$ cat config.mk
export PLATFORM = sky130hd
export DESIGN_NAME = vbft_jobq
export DESIGN_NICKNAME = d
export VERILOG_FILES = /design/src/design/vbft_pkg.sv /design/src/design/vbft_jobq.sv
export SDC_FILE = /design/constraint.sdc
export NUM_CORES = 1
export LEC_CHECK = 0
export BUFFER_PORTS_ARGS = -buffer_cell sky130_fd_sc_hd__buf_2
export CORE_MARGIN = 2
export CORE_UTILIZATION = 51
export DETAILED_ROUTE_END_ITERATION = 8
export PLACE_DENSITY_LB_ADDON = 0.15
export SLEW_MARGIN = 20
export SYNTH_ARGS = -nofsm -noshare
export SYNTH_HDL_FRONTEND = slang
export SYNTH_SLANG_ARGS = --single-unit
$ cat constraint.sdc
create_clock -name clk -period 3.1 [get_ports clk]
set_clock_uncertainty 0.1 [all_clocks]
set_input_delay 0.31 -clock clk [delete_from_list [all_inputs] [get_ports clk]]
set_output_delay 0.31 -clock clk [all_outputs]
set_load 0.03 [all_outputs]
$ cat src/design/vbft_pkg.sv
// ============================================================================
// vbft_pkg: shared types and constants for the volume bucket flow toxicity block
// Field widths, register indexes, reset values and the job word passed
// from the classifier to the bucket/window engine.
// ============================================================================
package vbft_pkg;

  localparam int PRICE_W = 32;
  localparam int VOL_W   = 32;
  localparam int ACC_W   = 40;
  localparam int Q_W     = 24;
  localparam int FRAC_W  = 16;
  localparam int FILL_W  = 9;
  localparam int DIV_W   = 32;
  localparam int IDX_W   = 1;

  localparam logic [Q_W-1:0]   Q_MAX   = '1;
  localparam logic [ACC_W-1:0] ACC_MAX = '1;

  localparam logic [IDX_W-1:0] REG_BUCKET_VOLUME  = 1'b0;
  localparam logic [IDX_W-1:0] REG_WINDOW_BUCKETS = 1'b1;

  localparam logic [VOL_W-1:0]  BUCKET_VOLUME_RESET  = 32'd500;
  localparam logic [FILL_W-1:0] WINDOW_BUCKETS_RESET = 9'd20;
  localparam logic [FILL_W-1:0] WINDOW_MIN           = 9'd2;

  typedef struct packed {
    logic             close;
    logic             sat;
    logic [ACC_W-1:0] diff;
  } job_t;

endpackage

$ cat src/design/vbft_jobq.sv
// ============================================================================
// vbft_jobq: two-entry job queue
// Decouples the trade classifier from the bucket and window engine.
// ============================================================================
module vbft_jobq (
  input  logic                 clk,
  input  logic                 rst,
  input  logic                 push,
  output logic                 full,
  input  vbft_pkg::job_t       wdata,
  input  logic                 pop,
  output logic                 empty,
  output vbft_pkg::job_t       rdata
);

  vbft_pkg::job_t slots [2];
  logic           wr_ptr;
  logic           rd_ptr;
  logic [1:0]     count;
  logic           do_push;
  logic           do_pop;

  assign full    = count == 2'd2;
  assign empty   = count == 2'd0;
  assign do_push = push && !full;
  assign do_pop  = pop && !empty;
  assign rdata   = slots[rd_ptr];

  always_ff @(posedge clk) begin
    if (rst) begin
      wr_ptr <= 1'b0;
      rd_ptr <= 1'b0;
      count  <= 2'd0;
    end else begin
      if (do_push) begin
        wr_ptr <= !wr_ptr;
      end
      if (do_pop) begin
        rd_ptr <= !rd_ptr;
      end
      case ({do_push, do_pop})
        2'b10:   count <= count + 2'd1;
        2'b01:   count <= count - 2'd1;
        default: count <= count;
      endcase
    end
  end

  always_ff @(posedge clk) begin
    if (do_push) begin
      slots[wr_ptr] <= wdata;
    end
  end

endmodule

Word-level counts from Yosys, hierarchy flattened:

Memory sizes are Yosys's and may differ from the RTL's. A register that Yosys moved wholly into a read port is not among the register bits.
Index checks and enable logic that the tools add are counted.

* register bits: 4
* bits in writable memories: 84
* logic and storage cells: 22
* output and inout bits: 44
* memories kept: 1

* $add $sub $neg: 2
* eq/ne operators: 3
* reduce and logical (&&, ||, !) cells: 8
* muxes and demuxes: 5

Memory list
* slots: depth 2, bits a word 42, read ports 1, clocked after memory_dff 1, wr ports 1, line vbft_jobq.sv:16 `vbft_pkg::job_t slots [2];`

Operators by type and width (number)
* $eq A2 B2 Y1 const B: 2
* $logic_not A1 Y1: 4
* $mux W1: 4
* $pmux W2 S2: 1
* $add A2 B1 Y2 const B: 1
* $eq A2 B1 Y1 const B: 1
* $logic_and A1 B1 Y1: 2
* $logic_not A2 Y1: 1
* $reduce_bool A2 Y1: 1
* $sub A2 B1 Y2 const B: 1

Longest topological paths before layout:

Gate-level depths: netlist of run 1.

* depth after elaboration: 5
* mapped depth: 6
* gate-level depth less buffers: 6

Worst setup path after synthesis of run 1:

Ideal clock, no wire load.

* path type: flip-flop to flip-flop
* start point: register count[0]
* end point: memory slots[0][0] (netlist bit), enable pin
* setup time: 396 ps
* period minus slack after synthesis: 2293 ps
* required time: 2604 ps
* setup slack: 807 ps
* buffers on the path: 0
* cell stages (with the launch flop): 5
* arrival time: 1796 ps
* cell sequence: dfxtp_1 > nand2b_2 > inv_2 > or3_1 > inv_1

* word-level cells in the longest chain between the ends: 5

RTL lines
* start, declared: line vbft_jobq.sv:19 `logic [1:0] count;`
* start signal, assigned: line vbft_jobq.sv:42 `2'b10: count <= count + 2'd1;`
* start signal, assigned: line vbft_jobq.sv:43 `2'b01: count <= count - 2'd1;`
* start signal, assigned: line vbft_jobq.sv:44 `default: count <= count;`
* $eq A2 B2 Y1: line vbft_jobq.sv:23 `assign full = count == 2'd2;`
* net full: line vbft_jobq.sv:9 `output logic full,`
* $logic_not A1 Y1: line vbft_jobq.sv:25 `assign do_push = push && !full;`
* $logic_and A1 B1 Y1: line vbft_jobq.sv:25
* $mux W1: line vbft_jobq.sv:50 `if (do_push) begin`
* $mux W1 (implied by the code): line vbft_jobq.sv:51 `slots[wr_ptr] <= wdata;`
* end, declared: line vbft_jobq.sv:16

The timed path passes the listed nets, and every way through them passes these cells.

==> metrics.txt, run 1 <==
RSZ-0062 raised after global routing false; fin crit share 71.3%; worst hold slack approximately 0.053 ns; GR Util All Layers 16.1%; DR vias 1703; Setup-failing EPs final 0; leakage 1.50 nW; reg2reg start count[0]; IO Pins 90; Worst Hold Class in2reg; Crit. End Element output port; Initial Util around half; syn_nets just over 200; dpl cell area 0.00381 mm^2; drt total wl 5280 um; post-DR vias/cell 5.02; total CTS buffers 9; hpwl dp 3570 um; CTS resizes 0; DIE AREA 0.00701 mm^2; status finished clean; NumNets Final 304; Post-Synthesis Cells 157; die height 83.7 um; Critical Path RT 2.69 ns; first-pass GRT wire length 8370 um; most common cell after layout, fill and taps aside buf_2; Worst slew margin 65.7%; drt drc 0; share of layout cells above drive strength 1 between 50% and 60%; setup repair bufs after CTS 0; Hold-fix buffers, CTS 0; clk buf depth 2; Die W ~84 um; area delta synth->final 22.3%; Arrival @ worst endpoint between 1.5 and 2 ns; H-tree levels 3; post-synthesis sequential area ratio 80.9%; Synthesis Warnings 0; final instance area 0.00397 mm^2; worst-path cell chain buf_12 > mux2_2 > buf_2; Startpoint Class register; 1st-pass router iterations 4; grt ovf 0; Final Hold Viols 0; most frequent cells in the layout buf_2 (89), edfxtp_1 (84), mux2_2 (42); hold path start wdata[22]; placed insts 323; 1st-iter DRT viols 83; Synth top area share 77.8%; achievable clock frequency 452 MHz; initial antenna violation count 0; minimum clock period 2.21 ns; Total Neg Setup Slack 0 ns; Clock Latency Late Sink 0.34 ns; vias in the first global route 1774; crit path kind reg2out; synth top area cells edfxtp_1 (78%), mux2_2 (15%), dfxtp_1 (3.1%), buf_2 (0.62%), xnor2_1 (0.54%); Worst Tran Pin Value approximately 0.5 ns; CTS tree done; row count 29; worst IR drop on VDD 0.000437 V; CP max FO 24; # clock sinks 89; Crit-path slowest cell dfxtp_2; dominant cell type by area after synthesis edfxtp_1; WL per Instance about 16 um; Antenna Diode Count 0; #FFs+latches synth 89; Final Max Tran Viols 0; clk root buf clkbuf_8; largest net degree at the start of global routing 25; Core Area 0.00624 mm^2; Port Buffers 89; post-synthesis instance area 0.00324 mm^2; power density over the cells ~860 mW/mm^2; Final ANT Viol Nets 0; post-synth cell types 18; Worst path max stage delay 0.65 ns; Reg clk slew, reported paths 0.08 ns; final estimated routing congestion in global placement 0.762; Max-Cap Viols 0; non-filler cells, final 339; filler instances 480; synthesized area per cell 20.7 um^2
registers in the layout, indices dropped and copies added (netlist names), named ones only:
name / count
count: 2
wr_ptr: 1
slots: 84
rd_ptr: 1
final timing paths:
kind | cells after the start | slack [ns] | end
setup / recovery | 3 | 0.89 | rdata[17]
hold / removal | 1 | 0.05 | slots[0][22]
setup reg to reg | 5 | 0.97 | slots[0][27]
hold reg to reg | 2 | 0.42 | wr_ptr
layer usage:
layer / part of all wire, % / track usage, % / vias up
met2: 48 / 25.2 / 77
met3: 6.4 / 4.35 / 14
met1: 42 / 19.6 / 807
met4: 3.1 / 10.7 / 0
li1: - / - / 805
met5: 0 / 0 / -
final cells by class:
| cell class | count | area, um^2 | share of cell area [%] |
|---|---|---|---|
| Clock buffer | 11 | 131 | 3.31 |
| Tap cell | 77 | 96.3 | 2.43 |
| Multi-Input combinational cell | 60 | 587 | 14.8 |
| Sequential cell | 89 | 2620 | 66.1 |
| Clock inverter | 5 | 22.5 | 0.568 |
| Inverter | 3 | 11.3 | 0.284 |
| Timing Repair Buffer | 94 | 495 | 12.5 |
per-stage QoR:
| step | util, % | power (mW) | setup slack [ns] |
|---|---|---|---|
| after floorplan | - | 2.48 | 0.807 |
| after global placement | 61.1 | 2.80 | 0.970 |
| after detailed placement | 61.1 | 2.82 | 0.947 |
| after CTS | 63.6 | 3.45 | 0.848 |
| after global routing | 63.6 | 3.57 | 0.788 |
| final | 63.6 | 3.41 | 0.889 |
report_power, final:
| group | internal, mW | leakage [nW] | switching [mW] |
|---|---|---|---|
| Clock | 0.282 | 0.0819 | 0.356 |
| Sequential | 1.52 | 0.827 | 0.0903 |
| Combinational | 0.432 | 0.595 | 0.732 |
cell usage after synthesis:
| cell | n |
|---|---|
| nand2_1 | 1 |
| ha_1 | 1 |
| clkbuf_1 | 1 |
| nand2b_2 | 1 |
| a21oi_1 | 2 |
| xor2_1 | 1 |
| o21a_1 | 1 |
| inv_2 | 1 |
| nor2_1 | 4 |
| inv_1 | 2 |
| o21ai_0 | 2 |
| dfxtp_1 | 5 |
| buf_2 | 4 |
| and3_1 | 1 |
| mux2_2 | 42 |
| edfxtp_1 | 84 |
| xnor2_1 | 2 |
| or3_1 | 2 |
cells by family (layout without fill, tap and decap cells):
family                     after synthesis  count (layout)  share of synthesized area, %
xor gates and xnor gates                 3               3                         0.810
buffers and inverters                    8             113                          1.08
DFF                                     89              89                          80.9
muxes                                   42              42                          14.6
adders and majority gates                1               1                         0.386
and+or+nand+nor                          9               9                          1.43
AOI/OAI and AO/OA                        5               5                         0.849
critical path: cells and delay by family (launching register included):
kind,cells,cell delay [ns]
buf+inv,2,0.44
flops,1,0.65
mux,1,0.37
Power figures use the tool's default switching activity.
==> run 2: changes to the inputs <==
Clock period 3.1 ns to 2.3 ns, I/O delays scaled along.
==> run 2 against run 1 <==
- global-route usage is 0.27 points higher
- critical path depth stayed put
- worst hold slack worse by 0.033 ns
- die area stayed put
- setup slack worse by 0.44 ns
- combinational power is 43% higher
- count of clock-buffer cells in the layout is 1 higher
- non-clock buffer count is 43 higher
- largest cell class unchanged
==> metrics.txt, run 2 (synthesis results as in run 1) <==
status finished clean; post-DR vias/cell 4.86 (-3.2%); NumNets Final 347 (+14%); DR vias 1858 (+9.1%); Port Buffers 89 (unchanged); clk buf depth 2 (unchanged); worst IR drop on VDD 0.000683 V (+56%); WL per Instance 14.5 um (-7.0%); Critical Path RT 1.97 ns (-0.72 ns); CTS resizes 0 (unchanged); Max-Cap Viols 0 (unchanged); initial antenna violation count 0 (unchanged); Worst slew margin 76.4% (+11 points); Core Area 0.00624 mm^2 (unchanged); Arrival @ worst endpoint 1.53 ns (-0.27 ns); IO Pins 90 (unchanged); minimum clock period 1.86 ns; Startpoint Class register; hpwl dp 3270 um (-8.2%); worst hold slack 0.0202 ns (-0.0326 ns); Most flops, register slots; 1st-pass router iterations 5 (+1); area of the multi-input gates 587 um^2 (unchanged); share of layout cells above drive strength 1 50.5% (-7.9 points); crit path kind reg2out; Final Hold Viols 0 (unchanged); most frequent cells in the layout buf_2 (89), edfxtp_1 (84), mux2_2 (42), dlygate4sd3_1 (42), clkbuf_8 (9); Crit. End Element output port; GR Util All Layers 16.3% (+0.27 points); most common cell after layout, fill and taps aside buf_2; drt total wl 5530 um (+4.8%); largest net degree at the start of global routing 26 (+4.0%); CTS tree done; Clock Latency Late Sink 0.33 ns (about the same); Reg clk slew, reported paths 0.08 ns (about the same); clk root buf clkbuf_8; Setup-failing EPs final 0 (unchanged); Final ANT Viol Nets 0 (unchanged); max reg flops 84 (unchanged); Total Neg Setup Slack 0 ns (unchanged); 1st-iter DRT viols 109 (+31%); Antenna Diode Count 0 (unchanged); fin crit share 80.7%; # clock sinks 89 (unchanged); grt ovf 0 (unchanged); total CTS buffers 9 (unchanged); Die W 83.7 um (unchanged); area delta synth->final 35.9%; vias in the first global route 1911 (+7.7%); Initial Util 52.0% (unchanged); Worst Tran Pin Value 0.354 ns (-0.160 ns); CP max FO 22 (-8.3%); Top Registers slots x84, count x2; achievable clock frequency about 540 MHz; Worst Hold Class in2reg; filler instances 430 (-10%); Crit-path slowest cell mux2_2; leakage 1.69 nW (+12%); delay-heaviest family, CP buffers and inverters; Final Max Tran Viols 0 (unchanged); final estimated routing congestion in global placement 0.824 (+8.2%); Worst path max stage delay 0.40 ns (-0.25 ns); first-pass GRT wire length 8800 um (+5.1%); worst path bufs/invs 2 (unchanged); row count 29 (unchanged); drt drc 0 (unchanged); DIE AREA 0.00701 mm^2 (unchanged); power density over the cells 1080 mW/mm^2 (+25%); RSZ-0062 raised after global routing false; H-tree levels 3 (unchanged); die height 83.7 um (unchanged); register area 0.00262 mm^2 (unchanged); worst-path cell chain buf_4 > mux2_2 > buf_2; R2R Setup Slk 0.49 ns (-0.48 ns); setup repair bufs after CTS 0 (unchanged)
[run 2: what timing repair did]
action	4_1_cts	5_1_grt
hold buffers	42	0
setup endpoints to repair	0	0
endpoints found under the hold margin	84	0
[run 2: metal layers]
metal | wire (um) | vias up | GRT usage (%)
li1 | - | 889 | -
met1 | 2230 | 893 | 19.4
met2 | 2970 | 67 | 28.7
met3 | 270 | 9 | 3.26
met4 | 59 | 0 | 7.48
met5 | 0 | - | 0
[run 2: final cells by class]
cell class | count | area share, %
clock inverter | 4 | 0.993
timing repair buffer | 137 | 20.7
sequential | 89 | 59.5
multi-input combinational | 60 | 13.3
inverter | 3 | 0.255
tap | 77 | 2.19
clock buffer | 12 | 3.07
[run 2: worst paths after layout]
check,to,startpoint,cells past startpoint
min reg2reg,wr_ptr,wr_ptr,2
max reg2reg,slots[0][1],count[0],5
min,count[1],rst,2
max,rdata[41],register,3
[run 2: report_power, final]
| group | total [mW] | switching, mW | internal (mW) | leakage (nW) |
|---|---|---|---|---|
| registers | 2.12 | 0.0714 | 2.05 | 0.827 |
| clock network | 0.970 | 0.474 | 0.497 | 0.0918 |
| logic | 1.66 | 1.04 | 0.621 | 0.772 |
[run 2: metrics by stage]
step / util [%] / total power [mW] / cell area [um^2] / std cells / worst slack, ns
6_report: 70.6 / 4.75 / 4410 / 382 / 0.445
2_1_floorplan: - / 3.34 / 3240 / 157 / 0.00746
5_1_grt: 70.6 / 4.98 / 4410 / 382 / 0.359
4_1_cts: 70.6 / 4.79 / 4410 / 382 / 0.416
3_5_place_dp: 61.0 / 3.77 / 3810 / 324 / 0.541
3_3_place_gp: 61.0 / 3.75 / 3810 / 324 / 0.572
