File: config.mk
export PLATFORM = sky130hd
export DESIGN_NAME = vbft_front
export DESIGN_NICKNAME = d
export VERILOG_FILES = /design/src/design/vbft_pkg.sv /design/src/design/vbft_front.sv
export SDC_FILE = /design/constraint.sdc
export NUM_CORES = 1
export LEC_CHECK = 0
export BUFFER_PORTS_ARGS = -buffer_cell sky130_fd_sc_hd__buf_2
export CAP_MARGIN = 15
export CORE_MARGIN = 5
export CORE_UTILIZATION = 63
export CTS_CLUSTER_DIAMETER = 120
export DETAILED_ROUTE_END_ITERATION = 10
export PLACE_DENSITY = 0.94
export SKIP_CTS_REPAIR_TIMING = 1
export SLEW_MARGIN = 10
export SYNTH_ARGS = -nofsm -noshare
export SYNTH_HDL_FRONTEND = slang
export SYNTH_SLANG_ARGS = --single-unit
File: constraint.sdc
create_clock -name clk -period 5.5 [get_ports clk]
set_input_delay 0.55 -clock clk [delete_from_list [all_inputs] [get_ports clk]]
set_output_delay 0.55 -clock clk [all_outputs]
set_load 0.005 [all_outputs]
File: src/design/vbft_pkg.sv
// ============================================================================
// vbft_pkg: shared types and constants for the volume bucket flow toxicity block
// Field widths, register indexes, reset values and the job word passed
// from the classifier to the bucket/window engine.
// ============================================================================
package vbft_pkg;

  localparam int PRICE_W = 32;
  localparam int VOL_W   = 32;
  localparam int ACC_W   = 40;
  localparam int Q_W     = 24;
  localparam int FRAC_W  = 16;
  localparam int FILL_W  = 9;
  localparam int DIV_W   = 32;
  localparam int IDX_W   = 1;

  localparam logic [Q_W-1:0]   Q_MAX   = '1;
  localparam logic [ACC_W-1:0] ACC_MAX = '1;

  localparam logic [IDX_W-1:0] REG_BUCKET_VOLUME  = 1'b0;
  localparam logic [IDX_W-1:0] REG_WINDOW_BUCKETS = 1'b1;

  localparam logic [VOL_W-1:0]  BUCKET_VOLUME_RESET  = 32'd500;
  localparam logic [FILL_W-1:0] WINDOW_BUCKETS_RESET = 9'd20;
  localparam logic [FILL_W-1:0] WINDOW_MIN           = 9'd2;

  typedef struct packed {
    logic             close;
    logic             sat;
    logic [ACC_W-1:0] diff;
  } job_t;

endpackage

File: src/design/vbft_front.sv
// ============================================================================
// vbft_front: tape event classifier
// Applies the tick rule, accumulates buy, sell and bucket volume, decides
// whether a bucket closes and hands one job per event to the job queue.
// ============================================================================
module vbft_front (
  input  logic                           clk,
  input  logic                           rst,
  input  logic                           push,
  output logic                           full,
  input  logic                           kind,
  input  logic [vbft_pkg::PRICE_W-1:0]   price,
  input  logic [vbft_pkg::VOL_W-1:0]     volume,
  input  logic [vbft_pkg::VOL_W-1:0]     bucket_volume,
  output logic                           job_push,
  input  logic                           job_full,
  output vbft_pkg::job_t                 job
);

  typedef enum logic [3:0] {
    F_IDLE  = 4'b0001,
    F_ADD   = 4'b0010,
    F_CLOSE = 4'b0100,
    F_PUSH  = 4'b1000
  } fstate_t;

  fstate_t                       state;
  fstate_t                       state_next;
  logic                          in_kind;
  logic [vbft_pkg::PRICE_W-1:0]  in_price;
  logic [vbft_pkg::VOL_W-1:0]    in_volume;
  logic [vbft_pkg::PRICE_W-1:0]  prev_price;
  logic [vbft_pkg::ACC_W-1:0]    bucket_fill;
  logic [vbft_pkg::ACC_W-1:0]    buy_volume;
  logic [vbft_pkg::ACC_W-1:0]    sell_volume;
  logic                          job_close;
  logic [vbft_pkg::ACC_W-1:0]    job_diff;
  logic                          up;
  logic                          down;
  logic                          close;
  logic [vbft_pkg::ACC_W-1:0]    diff;
  logic [vbft_pkg::ACC_W-1:0]    vol_ext;

  function automatic logic [vbft_pkg::ACC_W-1:0] sat_add(
    input logic [vbft_pkg::ACC_W-1:0] acc,
    input logic [vbft_pkg::VOL_W-1:0] vol
  );
    logic [vbft_pkg::ACC_W:0] sum;
    sum = {1'b0, acc} + (vbft_pkg::ACC_W + 1)'(vol);
    return sum[vbft_pkg::ACC_W] ? vbft_pkg::ACC_MAX : sum[vbft_pkg::ACC_W-1:0];
  endfunction

  assign full     = state != F_IDLE;
  assign up       = (prev_price != '0) && (in_price > prev_price);
  assign down     = (prev_price != '0) && (in_price < prev_price);
  assign vol_ext  = vbft_pkg::ACC_W'(bucket_volume);
  assign close    = bucket_fill >= vol_ext;
  assign diff     = (buy_volume >= sell_volume) ? buy_volume - sell_volume
                                                : sell_volume - buy_volume;
  assign job_push = (state == F_PUSH) && !job_full;
  assign job.close = job_close;
  assign job.diff  = job_diff;
  assign job.sat   = job_diff >= {bucket_volume, 8'h00};

  always_comb begin
    state_next = state;
    case (state)
      F_IDLE:  if (push) state_next = F_ADD;
      F_ADD:   state_next = in_kind ? F_PUSH : F_CLOSE;
      F_CLOSE: state_next = F_PUSH;
      F_PUSH:  if (!job_full) state_next = F_IDLE;
      default: state_next = F_IDLE;
    endcase
  end

  always_ff @(posedge clk) begin
    if (rst) begin
      state       <= F_IDLE;
      prev_price  <= '0;
      bucket_fill <= '0;
      buy_volume  <= '0;
      sell_volume <= '0;
    end else begin
      state <= state_next;
      if (state == F_ADD && !in_kind) begin
        prev_price  <= in_price;
        bucket_fill <= sat_add(bucket_fill, in_volume);
        if (!down) begin
          buy_volume <= sat_add(buy_volume, in_volume);
        end
        if (!up) begin
          sell_volume <= sat_add(sell_volume, in_volume);
        end
      end
      if (state == F_CLOSE && close) begin
        bucket_fill <= bucket_fill - vol_ext;
        buy_volume  <= '0;
        sell_volume <= '0;
      end
    end
  end

  always_ff @(posedge clk) begin
    if (state == F_IDLE && push) begin
      in_kind   <= kind;
      in_price  <= price;
      in_volume <= volume;
    end
    if (state == F_ADD && in_kind) begin
      job_close <= 1'b0;
      job_diff  <= '0;
    end
    if (state == F_CLOSE) begin
      job_close <= close;
      job_diff  <= diff;
    end
  end

endmodule

* After elaboration in Yosys (flattened, before gate mapping)
Cells that the tools add are included.
** Word-level totals
- Bits in registers :: 262
- Input port bits :: 101
- Output and inout bits :: 44
- Logic and storage cells :: 60
** Cells by class
- $add $sub $neg :: 6
- Order comparisons :: 5
- Equal/unequal tests :: 7
- Mux-type cells :: 14
- Bitwise logic cells :: 2
- Reduce and logical (&&, ||, !) cells :: 16
** Operator list (number)
- 2-to-1 mux 40 bit :: 8
- adder 40 x 32 -> 41 bit :: 3
- greater-or-equal comparator 40 bit :: 2
- subtractor 40 bit :: 2
- greater-or-equal comparator 40 x 32 -> 1 bit :: 1
- subtractor 40 x 32 -> 40 bit :: 1
- greater-than comparator 32 bit :: 1
- less-than comparator 32 bit :: 1
- nonzero test 32 bit :: 1
- one-hot mux 4 bit (4 select lines) :: 1
- 2-to-1 mux 4 bit :: 3
- logical AND 1 bit :: 7
- AND reduction 2 bit :: 3
- == test 4 x 1 -> 1 bit, second input constant :: 1
- == test 4 x 2 -> 1 bit, second input constant :: 1
- == test 4 x 3 -> 1 bit, second input constant :: 1
- == test 4 bit, second input constant :: 1
- inequality test 2 bit, second input constant :: 2
- inequality test 4 x 1 -> 1 bit, second input constant :: 1
- nonzero test 2 bit :: 2
- zero test 1 bit :: 2
- 2-to-1 mux 1 bit :: 2
- NOT 1 bit :: 2
- OR reduction 2 bit :: 1

* Logic depth before layout (Yosys ltp)
Gate-level depths: netlist of run 1.
- Depth in word-level cells :: 4
- Gate-level depth with buffers :: 16
- Mapped depth without buffers :: 15

* Worst setup path before layout of run 1
No wires, ideal clock.
- Kind :: flip-flop to flip-flop
- Start point :: reg state[0]
- End point :: reg in_kind (enable)
- Library setup time :: 489 ps
- Arrival time :: 3533 ps
- Setup slack :: 1479 ps
- Stages on the path, launching flop included :: 4
- Path through :: dfxtp_1 -> clkbuf_1 -> nand3_1 -> nor2_1
** Between the ends
- Cells in the longest elaborated chain, start to end :: 2
** Ends and longest elaborated chain
- from (decl) :: RTL line vbft_front.sv:27 : fstate_t state;
- from (signal assigned) :: RTL line vbft_front.sv:84 : state <= state_next;
- == test 4 x 1 -> 1 bit :: RTL line vbft_front.sv:104 : if (state == F_IDLE && push) begin
- logical AND 1 bit :: RTL line vbft_front.sv:104
- to (signal assigned) :: RTL line vbft_front.sv:105 : in_kind <= kind;
- to (decl) :: RTL line vbft_front.sv:29 : logic in_kind;
No other way between the ends.
A chain may end at the register's enable or synchronous reset.

* Worst setup path after layout of run 1
- Start point :: reg in_volume[0] (netlist name)
- End point :: reg buy_volume[5] (netlist name)
** Between the ends
- Cells in the longest elaborated chain, start to end :: 2
** Ends and longest elaborated chain
- from (decl) :: RTL line vbft_front.sv:31 : logic [vbft_pkg::VOL_W-1:0] in_volume;
- from (signal assigned) :: RTL line vbft_front.sv:107 : in_volume <= volume;
- adder 40 x 32 -> 41 bit :: RTL line vbft_front.sv:49 : sum = {1'b0, acc} + (vbft_pkg::ACC_W + 1)'(vol);
- 2-to-1 mux 40 bit :: RTL line vbft_front.sv:50 : return sum[vbft_pkg::ACC_W] ? vbft_pkg::ACC_MAX : sum[vbft_pkg::ACC_W-1:0];
- to (signal assigned) :: RTL line vbft_front.sv:89 : buy_volume <= sat_add(buy_volume, in_volume);
- to (decl) :: RTL line vbft_front.sv:34 : logic [vbft_pkg::ACC_W-1:0] buy_volume;
No other way between the ends.

==> results of run 1 <==
[per-stage QoR]
step,setup WS (ns),hold WS (ns),area (µm²),instances
floorplan,1.48,0.449,21900,2673
global placement,1.23,0.456,22900,3175
detailed placement,1.12,0.465,22900,3175
CTS,1.20,0.0978,23900,3233
global route,0.830,0.0966,23900,3233
finish,1.07,0.105,23900,3233
[per-layer routing]
metal | GRT usage, % | routed length (µm)
met1 | 44.0 | 27100
met2 | 55.3 | 31100
met3 | 6.17 | 6540
met4 | 14.2 | 3380
met5 | 0 | 0
[flip-flops by register name, indices dropped and copies added (netlist names)]
signal       cells
in_kind          1
in_price        32
bucket_fill     40
prev_price      32
sell_volume     40
job_close        1
in_volume       32
buy_volume      40
state            4
job_diff        40
[layout make-up]
class	count	area [µm²]	share of cell area, %
Clock inverter	16	176	0.737
Multi-Input combinational cell	2109	14400	60.3
Sequential cell	262	6310	26.4
Timing Repair Buffer	160	841	3.51
Tap cell	455	569	2.38
Clock buffer	42	888	3.71
Inverter	189	709	2.97
[worst max-delay path: stages, from the launching register on]
cell	delay (ns)
edfxtp_1	0.46
ha_1	0.30
fa_1	0.46
a211oi_1	0.32
o21ai_1	0.21
o2111ai_1	0.49
a211oi_1	0.14
nor2_1	0.36
o31ai_1	0.19
a21oi_1	0.24
o21a_1	0.90
a21oi_1	0.16
[worst min-delay path by stage]
stage	startpoint	end	slack, ns	cells past startpoint
finish	price[29]	in_price[29]	0.11	1
global route	volume[8]	in_volume[8]	0.1	1
CTS	volume[2]	in_volume[2]	0.1	1
detailed placement	prev_price[19]	prev_price[19]	0.46	2
global placement	prev_price[28]	prev_price[28]	0.46	2
floorplan	prev_price[13]	prev_price[13]	0.45	2
[power groups by stage]
stage	clock, mW	combinational [mW]	sequential (mW)
2_1_floorplan	0	1.60	2.20
3_3_place_gp	0	2.06	2.25
3_5_place_dp	0	2.09	2.25
4_1_cts	2.16	2.11	2.21
5_1_grt	2.26	2.35	2.22
6_report	2.16	2.17	2.22
[logic make-up after synthesis]
| family | after synthesis | synth area share (%) |
|---|---|---|
| AO/OA/AOI/OAI | 970 | 27.6 |
| buffers and inverters | 302 | 5.43 |
| adder cells (fa/ha/maj) | 277 | 16.0 |
| flip-flops | 262 | 28.8 |
| AND/OR/NAND/NOR | 686 | 14.9 |
| multiplexers | 21 | 0.972 |
| XOR/XNOR | 155 | 6.21 |
[layout by cell type (no fill, tap or decap), types with 24 or more instances in the layout]
master,synthesis,routed
nor2b_1,28,28
a2111oi_0,24,24
a31oi_1,24,24
o21a_1,29,29
nand2b_1,31,31
o21ai_0,190,190
edfxtp_1,106,106
dfxtp_1,156,156
and3_1,27,27
nor2_1,181,179
a21o_1,118,118
xor2_1,71,71
nand4_1,50,50
nand2_1,207,207
o21bai_1,35,35
ha_1,271,271
nand3_1,37,37
clkbuf_16,0,32
nor3_1,49,48
inv_1,188,188
buf_2,34,144
a211oi_1,32,32
xnor2_1,84,84
a21oi_1,360,359
==> reports/qor.json, run 1 <==
{
  "status": "finished, final reports clean",
  "initialDrtViolationCount": 2013,
  "maximum_number_of_pins_on_one_net_before_global_route_repair": 67,
  "die-width_um": 196,
  "placement.io_buffers": 144,
  "viasPerCell": 6.61,
  "setup_skew_ns": 0.0303,
  "floorplan.rows": 68,
  "most_instantiated_cells_after_synthesis": "a21oi_1 (360), ha_1 (271), nand2_1 (207), o21ai_0 (190), inv_1 (188)",
  "max_slew_margin_pct": 26.7,
  "clock-root-buffer": "clkbuf_16",
  "drt_wl_total_um": 68100,
  "critical_path.startpoint": "in_volume[0]",
  "synthesis.nets": 3051,
  "gpl.final_weighted_congestion": 0.997,
  "min_period_over_period_pct": 80.6,
  "switching_share_pct": 35.2,
  "setup.worst_path.class": "reg -> reg",
  "worstReg2RegEnd": "buy_volume[5]",
  "count_of_flip_flops_with_a_built_in_enable_after_synthesis": 106,
  "crit_path_end": "buy_volume[5]",
  "hold_class": "in -> reg",
  "regToRegSetupSlack_ns": 1.07,
  "power.net_switching_mw": 2.30,
  "max_freq_ghz": 0.225,
  "antenna_left": 0,
  "p_per_area_nw_per_um2": 274,
  "setup_violations": 0,
  "yosys.cell_types.count": 79,
  "antennaDiodeCount": 0,
  "synth.cell_area_um2": 21900,
  "cts_num_sinks": 262,
  "worstPathArrival_ns": 4.86,
  "ys_top_cells_by_area": "ha_1 (15%), edfxtp_1 (15%), dfxtp_1 (14%)",
  "postSynth.asyncResetShare_pct": 0,
  "power_report.internal_total_mw": 4.24,
  "grt_antenna_before_repair": 0,
  "initial_standard_cell_utilization_of_the_core_pct": 63.6,
  "wire_length_of_the_first_global_routing_pass_um": 107000,
  "grt_remaining_overflow": 0,
  "element_type_at_the_critical_path_start": "flop",
  "floorplan.die_area_um2": 38600,
  "finalWorstPathRequiredPeriod_ns": 4.43,
  "yosys.area.top_type": "ha_1",
  "clock_tree_from_tritoncts": "done",
  "reg2reg_from": "in_volume[0]",
  "power_frac_seq_pct": 33.9,
  "worstPathMaxFanout": 30,
  "die_h_um": 196,
  "total_of_flip_flops_plus_latches_after_synthesis": 262,
  "layout_cells_sized_above_1_pct": 8.68,
  "insertion_delay_ns": 0.62,
  "areaGrowthSynthToFinish_pct": 9.35,
  "detailedRoute.firstPassIterationCount": 6,
  "cts.clk_slew.worst_paths_ns": 0.06,
  "hold_viol": 0,
  "unrepaired_setup_endpoints_after_global_routing": "no",
  "power_frac_comb_pct": 33.2,
  "crit_required_ns": 5.93,
  "synth-seq-area-share_pct": 28.8,
  "yosysMostFrequentCell": "a21oi_1",
  "power.clock.fraction_pct": 33.0,
  "drc": 0,
  "num_io_pins": 145,
  "totalNegativeSetupSlack_ns": 0,
  "final_core_utilization_pct": 69.6,
  "fillerInstances": 2658,
  "cts.htree.levels": 1,
  "maximum_root_to_sink_buffer_count": 3,
  "detailed_route_wire_length_per_cell_um": 21.1,
  "vias_in_the_first_global_route": 20540,
  "dr_total_vias": 21383,
  "vdd_ir_drop_max_mv": 0.304,
  "core-area_um2": 34400,
  "rr_worst_depth": 11,
  "p_leak_nw": 10.8,
  "track_usage_pct": 33.7,
  "hpwlAfterDp_um": 51900,
  "end_kind": "flop",
  "nNetsFinal": 3131,
  "power.total_mw": 6.54,
  "dominantRegCellSynth": "dfxtp_1",
  "slew_violations": 0,
  "cts_buf_count": 31,
  "netlist.area_leader.share_pct": 15.5,
  "synth_warnings": 0,
  "maxCapViolations": 0,
  "worst-slew-pin-transition_ns": 1.10,
  "synthCells": 2673,
  "avg_cell_area_syn_um2": 8.18
}
(Power assumes the default switching activity.)
==> inputs of run 2 (changes only) <==
clock period = 4.1 ns   (was 5.5 ns; I/O delays follow)
==> run 2 against run 1 <==
Non-clock buffer count up 76. First-iteration DRC count up 50%. Hold slack worse by 0.10 ns. Global-route usage up 1.1 points. Combinational power up 41%. Sequential share of layout area down 0.72 points. Sequential power up 34%. Routed wire length up 7.1%. Sequential cell count unchanged. Final cell count up 2.3%.
==> reports/qor.json, run 2 (synthesized netlist as in run 1, its figures left out) <==
{
  "status": "finished, final reports clean",
  "element_type_at_the_critical_path_start": "flop",
  "p_per_area": {"value": 359, "unit": "nW/µm²", "change": "+31%"},
  "maxCapViolations": {"value": 0, "change": "unchanged"},
  "drt_wl_total": {"value": 73000, "unit": "µm", "change": "+7.1%"},
  "multi_input_comb_area": {"value": 14400, "unit": "µm²", "change": "+0.10%"},
  "hold_class": "in -> reg",
  "power.clock.fraction": {"value": 31.5, "unit": "%", "change": "-1.5 points"},
  "timing.final.ws_setup": {"value": 0.0746, "unit": "ns", "change": "-0.991 ns"},
  "worstPathArrival": {"value": 4.52, "unit": "ns", "change": "-0.34 ns"},
  "initial_standard_cell_utilization_of_the_core": {"value": 63.6, "unit": "%", "change": "unchanged"},
  "end_kind": "flop",
  "detailedPlace.worstSlack": {"value": 0.236, "unit": "ns", "change": "-0.882 ns"},
  "wl_met2": {"value": 32700, "unit": "µm", "change": "+5.2%"},
  "grt_remaining_overflow": {"value": 0, "change": "unchanged"},
  "drc": {"value": 0, "change": "unchanged"},
  "maximum_root_to_sink_buffer_count": {"value": 3, "change": "unchanged"},
  "timing.hold.worst_path_depth": {"value": 1, "change": "unchanged"},
  "final_design_area_no_fill": {"value": 24600, "unit": "µm²", "change": "+2.8%"},
  "critical_path.startpoint": "bucket_fill[0]",
  "uppermost_metal_layer_occupied_by_signal_nets": "met5",
  "met3RoutedLength": {"value": 8160, "unit": "µm", "change": "+25%"},
  "num_io_pins": {"value": 145, "change": "unchanged"},
  "setup.worst_path.class": "reg -> reg",
  "power_frac_seq": {"value": 33.7, "unit": "%", "change": "-0.2 points"},
  "hold_viol": {"value": 0, "change": "unchanged"},
  "worstHoldStart": "volume[24]",
  "most-common-layout-cells": "a21oi_1 (359), ha_1 (271), nand2_1 (207)",
  "final_core_utilization": {"value": 71.5, "unit": "%", "change": "+1.9 points"},
  "worst-slew-pin-transition": {"value": 0.911, "unit": "ns", "change": "-0.189 ns"},
  "insertion_delay": {"value": 0.62, "unit": "ns", "change": "about the same"},
  "die-width": {"value": 196, "unit": "µm", "change": "unchanged"},
  "placement.io_buffers": {"value": 144, "change": "unchanged"},
  "gpl.final_weighted_congestion": {"value": 1.07, "change": "+7.6%"},
  "die_h": {"value": 196, "unit": "µm", "change": "unchanged"},
  "power.net_switching": {"value": 3.17, "unit": "mW", "change": "+38%"},
  "switching_share": {"value": 36.0, "unit": "%", "change": "+0.77 points"},
  "vdd_ir_drop_max": {"value": 0.328, "unit": "mV", "change": "+7.7%"},
  "power.total": {"value": 8.82, "unit": "mW", "change": "+35%"},
  "initialDrtViolationCount": {"value": 3019, "change": "+50%"},
  "ff_latch_area": {"value": 6310, "unit": "µm²", "change": "unchanged"},
  "setup_violations": {"value": 0, "change": "unchanged"},
  "p_leak": {"value": 11.1, "unit": "nW", "change": "+2.7%"},
  "detailed_route_wire_length_per_cell": {"value": 22.1, "unit": "µm", "change": "+4.7%"},
  "worstReg2RegEnd": "buy_volume[21]",
  "slew_violations": {"value": 0, "change": "unchanged"},
  "nNetsFinal": {"value": 3206, "change": "+2.4%"},
  "areaGrowthSynthToFinish_pct": 12.4,
  "clock_tree_from_tritoncts": "done",
  "max_slew_margin": {"value": 39.3, "unit": "%", "change": "+13 points"},
  "power_report.internal_total": {"value": 5.65, "unit": "mW", "change": "+33%"},
  "worstPathMaxFanout": {"value": 66, "change": "+120%"},
  "cts.htree.levels": {"value": 1, "change": "unchanged"},
  "core-area": {"value": 34400, "unit": "µm²", "change": "unchanged"},
  "vias_in_the_first_global_route": {"value": 20731, "change": "+0.93%"},
  "detailedRoute.firstPassIterationCount": {"value": 6, "change": "unchanged"},
  "min_period_over_period": {"value": 98.2, "unit": "%", "change": "+18 points"},
  "place_area": {"value": 23100, "unit": "µm²", "change": "+1.1%"},
  "routedLengthMet1": {"value": 28500, "unit": "µm", "change": "+5.1%"},
  "cts_buf_count": {"value": 30, "change": "-3.2%"},
  "viasPerCell": {"value": 6.78, "change": "+2.6%"},
  "maximum_number_of_pins_on_one_net_before_global_route_repair": {"value": 67, "change": "unchanged"},
  "layout.cells.most_common": "a21oi_1",
  "dr_total_vias": {"value": 22440, "change": "+4.9%"},
  "layout_cells_sized_above_1": {"value": 9.54, "unit": "%", "change": "+0.86 points"},
  "antenna_left": {"value": 0, "change": "unchanged"},
  "wire_length_of_the_first_global_routing_pass": {"value": 110000, "unit": "µm", "change": "+3.1%"},
  "reg2reg_from": "bucket_fill[0]",
  "totalNegativeSetupSlack": {"value": 0, "unit": "ns", "change": "unchanged"},
  "setup_skew": {"value": 0.0492, "unit": "ns", "change": "+0.0189 ns"},
  "power_frac_comb": {"value": 34.7, "unit": "%", "change": "+1.5 points"},
  "fillerInstances": {"value": 2467, "change": "-7.2%"},
  "cts.clk_slew.worst_paths": {"value": 0.06, "unit": "ns", "change": "about the same"},
  "cts_num_sinks": {"value": 262, "change": "unchanged"},
  "rr_worst_depth": {"value": 15, "change": "+4"},
  "floorplan.die_area": {"value": 38600, "unit": "µm²", "change": "unchanged"},
  "track_usage": {"value": 34.8, "unit": "%", "change": "+1.1 points"},
  "regToRegSetupSlack": {"value": 0.07, "unit": "ns", "change": "-0.99 ns"},
  "floorplan.rows": {"value": 68, "change": "unchanged"},
  "hpwlAfterDp": {"value": 54200, "unit": "µm", "change": "+4.3%"},
  "max_freq": {"value": 0.248, "unit": "GHz", "change": "+10%"},
  "grt_antenna_before_repair": {"value": 3, "change": "+3"},
  "finalWorstPathRequiredPeriod": {"value": 4.03, "unit": "ns", "change": "-0.409 ns"},
  "clock-root-buffer": "clkbuf_16",
  "crit_required": {"value": 4.60, "unit": "ns", "change": "-1.33 ns"},
  "worst_hold_path.endpoint": "in_volume[24]"
}
[run 2: how the worst max path moves through the flow]
stage | end | cells after the start
floorplan | in_kind | 3
global placement | job_diff[12] | 12
detailed placement | bucket_fill[3] | 14
CTS | buy_volume[21] | 15
global route | bucket_fill[33] | 11
finish | buy_volume[21] | 15
[run 2: per-layer routing]
metal,global-route usage (%),up-vias
met5,0,-
met4,12.7,4
met3,6.38,301
met2,56.0,1525
met1,47.2,10493
li1,-,10117
[run 2: cell type report]
cell class,count,share of cell area [%]
inverter,189,2.88
tap,455,2.32
sequential,262,25.6
clock buffer,43,3.45
timing repair buffer,236,6.32
clock inverter,13,0.626
antenna,1,0.0102
multi-input combinational,2109,58.7
[run 2: through the flow]
stage	std cells	hold WS (ns)
2_1_floorplan	2673	0.449
3_3_place_gp	3204	0.456
3_5_place_dp	3204	0.468
4_1_cts	3260	-0.0396
5_1_grt	3308	-0.00815
6_report	3308	0.00431
[run 2: power by group through the flow]
stage	Clock, mW	Sequential, mW	Combinational (mW)
detailed placement	0	3.02	2.88
floorplan	0	2.95	2.14
finish	2.78	2.98	3.06
global placement	0	3.01	2.84
global route	2.89	2.98	3.29
CTS	2.75	2.96	2.91
[run 2: critical path, cell delays in order (launching register included)]
cell and delay (ns):
dfxtp_1 0.39, inv_1 0.09, ha_1 0.15, inv_1 0.05
fa_1 0.42, a211oi_1 0.32, o211ai_1 0.21, a31oi_1 0.55
nor2_1 0.16, nor4b_1 0.31, or3_1 0.20, inv_2 0.18
nor2_4 0.16, buf_12 0.25, o21ai_0 0.20, a21oi_1 0.20
==> inputs of run 3 (changes only) <==
ABC_AREA = 1   (was not set)
CELL_PAD_IN_SITES_DETAIL_PLACEMENT = 0   (was not set)
CELL_PAD_IN_SITES_GLOBAL_PLACEMENT = 2   (was not set)
CORE_UTILIZATION = 34   (was 63)
TNS_END_PERCENT = 10   (was not set)
==> run 3 against run 2 <==
Combinational power up 24%. Register-to-register slack gained 0.43 ns. Core utilization decreased by 33 points. Clock power up 22%. Setup slack improved by 0.43 ns.
==> reports/qor.json, run 3 <==
{
  "cts.htree.levels": {"value": 2, "change": "+1"},
  "drc": {"value": 0, "change": "unchanged"},
  "worstPathArrival": {"value": 4.03, "unit": "ns", "change": "-0.49 ns"},
  "placement.io_buffers": {"value": 144, "change": "unchanged"},
  "cts.clk_slew.worst_paths": {"value": 0.06, "unit": "ns", "change": "about the same"},
  "synth-seq-area-share": {"value": 22.6, "unit": "%", "change": "-6.2 points"},
  "die-width": {"value": 296, "unit": "µm", "change": "+51%"},
  "num_io_pins": {"value": 145, "change": "unchanged"},
  "placedCellCount": {"value": 5832, "change": "+82%"},
  "wire_length_of_the_first_global_routing_pass": {"value": 183000, "unit": "µm", "change": "+66%"},
  "worstPathMaxFanout": {"value": 25, "change": "-62%"},
  "slew_violations": {"value": 0, "change": "unchanged"},
  "gpl.final_weighted_congestion": {"value": 1.03, "change": "-3.6%"},
  "maximum_number_of_pins_on_one_net_before_global_route_repair": {"value": 65, "change": "-3.0%"},
  "status": "finished, final reports clean",
  "place_area": {"value": 29900, "unit": "µm²", "change": "+29%"},
  "yosys.cell_types.count": {"value": 53, "change": "-33%"},
  "totalNegativeSetupSlack": {"value": 0, "unit": "ns", "change": "unchanged"},
  "unrepaired_setup_endpoints_after_global_routing": "no",
  "synthCells": {"value": 4648, "change": "+74%"},
  "antenna_left": {"value": 0, "change": "unchanged"},
  "synthesis.nets": {"value": 5026, "change": "+65%"},
  "setup_skew": {"value": 0.0358, "unit": "ns", "change": "-0.0134 ns"},
  "setup_violations": {"value": 0, "change": "unchanged"},
  "insertion_delay": {"value": 0.57, "unit": "ns", "change": "-0.05 ns"},
  "fillerInstances": {"value": 9209, "change": "+270%"},
  "max_freq": {"value": 0.278, "unit": "GHz", "change": "+12%"},
  "ff_latch_area": {"value": 6310, "unit": "µm²", "change": "unchanged"},
  "yosys.area.top_type": "nand2_1",
  "areaGrowthSynthToFinish_pct": 11.7,
  "crit_required": {"value": 4.53, "unit": "ns", "change": "-0.07 ns"},
  "finalWorstPathRequiredPeriod": {"value": 3.60, "unit": "ns", "change": "-0.426 ns"},
  "hold_viol": {"value": 0, "change": "unchanged"},
  "initialDrtViolationCount": {"value": 2595, "change": "-14%"},
  "postSynth.asyncResetShare": {"value": 0, "unit": "%", "change": "unchanged"},
  "timing.final.ws_setup": {"value": 0.500, "unit": "ns", "change": "+0.426 ns"},
  "floorplan.die_area": {"value": 87800, "unit": "µm²", "change": "+130%"},
  "detailedRoute.firstPassIterationCount": {"value": 6, "change": "unchanged"},
  "detailed_route_wire_length_per_cell": {"value": 21.7, "unit": "µm", "change": "-1.5%"},
  "clock_tree_from_tritoncts": "done",
  "floorplan.rows": {"value": 105, "change": "+54%"},
  "count_of_flip_flops_with_a_built_in_enable_after_synthesis": {"value": 106, "change": "unchanged"},
  "p_leak": {"value": 16.7, "unit": "nW", "change": "+50%"},
  "grt_remaining_overflow": {"value": 0, "change": "unchanged"},
  "multi_input_comb_area": {"value": 18600, "unit": "µm²", "change": "+29%"},
  "clock-root-buffer": "clkbuf_16",
  "viasPerCell": {"value": 5.15, "change": "-24%"},
  "instances_no_fill": {"value": 5893, "change": "+78%"},
  "track_usage": {"value": 28.0, "unit": "%", "change": "-6.8 points"},
  "ys_top_cells_by_area": "nand2_1 (22%), ha_1 (12%), edfxtp_1 (11%)",
  "netlist.area_leader.share": {"value": 21.6, "unit": "%", "change": "+6.1 points"},
  "p_per_area": {"value": 327, "unit": "nW/µm²", "change": "-8.9%"},
  "critical-path-slowest-cell": "edfxtp_1",
  "end_kind": "flop",
  "core-area": {"value": 81700, "unit": "µm²", "change": "+140%"},
  "grt_antenna_before_repair": {"value": 1, "change": "-2"},
  "synth_warnings": {"value": 0, "change": "unchanged"},
  "final.hold.worst_slack": {"value": 0.0170, "unit": "ns", "change": "+0.0127 ns"},
  "power.total": {"value": 10.2, "unit": "mW", "change": "+15%"},
  "avg_cell_area_syn": {"value": 6.00, "unit": "µm²", "change": "-27%"},
  "cts_buf_count": {"value": 34, "change": "+13%"},
  "drt_wl_total": {"value": 128000, "unit": "µm", "change": "+75%"},
  "total_of_flip_flops_plus_latches_after_synthesis": {"value": 262, "change": "unchanged"},
  "nNetsFinal": {"value": 5176, "change": "+61%"},
  "dominantRegCellSynth": "dfxtp_1",
  "hold_class": "in -> reg",
  "layout.cells.most_common": "nand2_1",
  "vdd_ir_drop_max": {"value": 0.202, "unit": "mV", "change": "-38%"},
  "die_h": {"value": 296, "unit": "µm", "change": "+51%"},
  "antennaDiodeCount": {"value": 0, "change": "-1"},
  "final_core_utilization": {"value": 38.1, "unit": "%", "change": "-33 points"},
  "setup.worst_path.class": "reg -> reg",
  "min_period_over_period": {"value": 87.8, "unit": "%", "change": "-10 points"},
  "synth.cell_area": {"value": 27900, "unit": "µm²", "change": "+27%"},
  "maxCapViolations": {"value": 0, "change": "unchanged"},
  "initial_standard_cell_utilization_of_the_core": {"value": 34.1, "unit": "%", "change": "-30 points"},
  "yosysMostFrequentCell": "nand2_1",
  "cpLargestDelayFamily": "simple AND/OR/NAND/NOR gates",
  "element_type_at_the_critical_path_start": "flop",
  "detailedPlace.worstSlack": {"value": 0.626, "unit": "ns", "change": "+0.390 ns"},
  "cp_slowest_stage_delay": {"value": 0.65, "unit": "ns", "change": "+0.10 ns"},
  "hpwlAfterDp": {"value": 109000, "unit": "µm", "change": "+100%"},
  "maximum_root_to_sink_buffer_count": {"value": 3, "change": "unchanged"},
  "dr_total_vias": {"value": 30340, "change": "+35%"},
  "max_slew_margin": {"value": 25.1, "unit": "%", "change": "-14 points"},
  "vias_in_the_first_global_route": {"value": 29006, "change": "+40%"},
  "path_cells": "buf_4 -> fa_1 -> nand2_1 -> nand3_1 -> o21ai_1 -> o21bai_2 -> nand2_1 -> nand2_1 -> nand2_1 -> nand2_1 -> nand3_1 -> nand3_2 -> nor2_1 -> nor2_1",
  "most-common-layout-cells": "nand2_1 (1601), inv_1 (654), nor2_1 (594)",
  "cp_num_buf_inv": {"value": 1, "change": "-3"},
  "most_instantiated_cells_after_synthesis": "nand2_1 (1602), inv_1 (655), nor2_1 (595), a21oi_1 (350), ha_1 (271)",
  "cts_num_sinks": {"value": 262, "change": "unchanged"},
  "layout_cells_sized_above_1": {"value": 7.01, "unit": "%", "change": "-2.5 points"},
  "crit_top_cell": "nand2_1",
  "final_design_area_no_fill": {"value": 31100, "unit": "µm²", "change": "+27%"},
  "worst-slew-pin-transition": {"value": 1.12, "unit": "ns", "change": "+0.209 ns"}
}
[run 3: worst paths after layout]
kind                       start              to  slack (ns)  depth (start not counted)
setup / recovery    in_volume[1]  buy_volume[16]        0.50                         14
hold / removal        volume[18]   in_volume[18]        0.02                          1
setup reg to reg    in_volume[1]  buy_volume[16]        0.50                         14
hold reg to reg   prev_price[11]  prev_price[11]        0.48                          2
[run 3: logic make-up (layout without fill, tap and decap cells)]
group | count (synthesis) | count (layout) | synth area share (%)
simple gates | 2617 | 2617 | 38.2
compound gates | 619 | 619 | 12.1
xor+xnor | 124 | 124 | 3.90
flops | 262 | 262 | 22.6
fa+ha+maj | 277 | 277 | 12.6
buf+inv | 749 | 924 | 10.7
[run 3: per-layer routing]
metal | share of wire [%] | track usage (%) | vias to the layer above | routed length (µm)
met5 | 0.010 | 0 | - | 13
met4 | 4.7 | 10.9 | 2 | 6010
met3 | 6.1 | 3.91 | 248 | 7780
met2 | 49 | 50.3 | 1071 | 62300
met1 | 41 | 33.9 | 13937 | 51900
li1 | - | - | 15082 | -
[run 3: layout make-up]
type | count | share of cell area (%)
clock buffer | 37 | 2.87
clock inverter | 24 | 1.12
inverter | 668 | 8.06
multi-input combinational | 3637 | 59.7
sequential | 262 | 20.2
tap | 1070 | 4.30
timing repair buffer | 195 | 3.66
[run 3: power by group]
group | leakage, nW | switching [mW] | internal [mW]
clock | 0.598 | 1.30 | 2.09
combinational | 13.9 | 2.63 | 1.16
sequential | 2.22 | 0.179 | 2.82
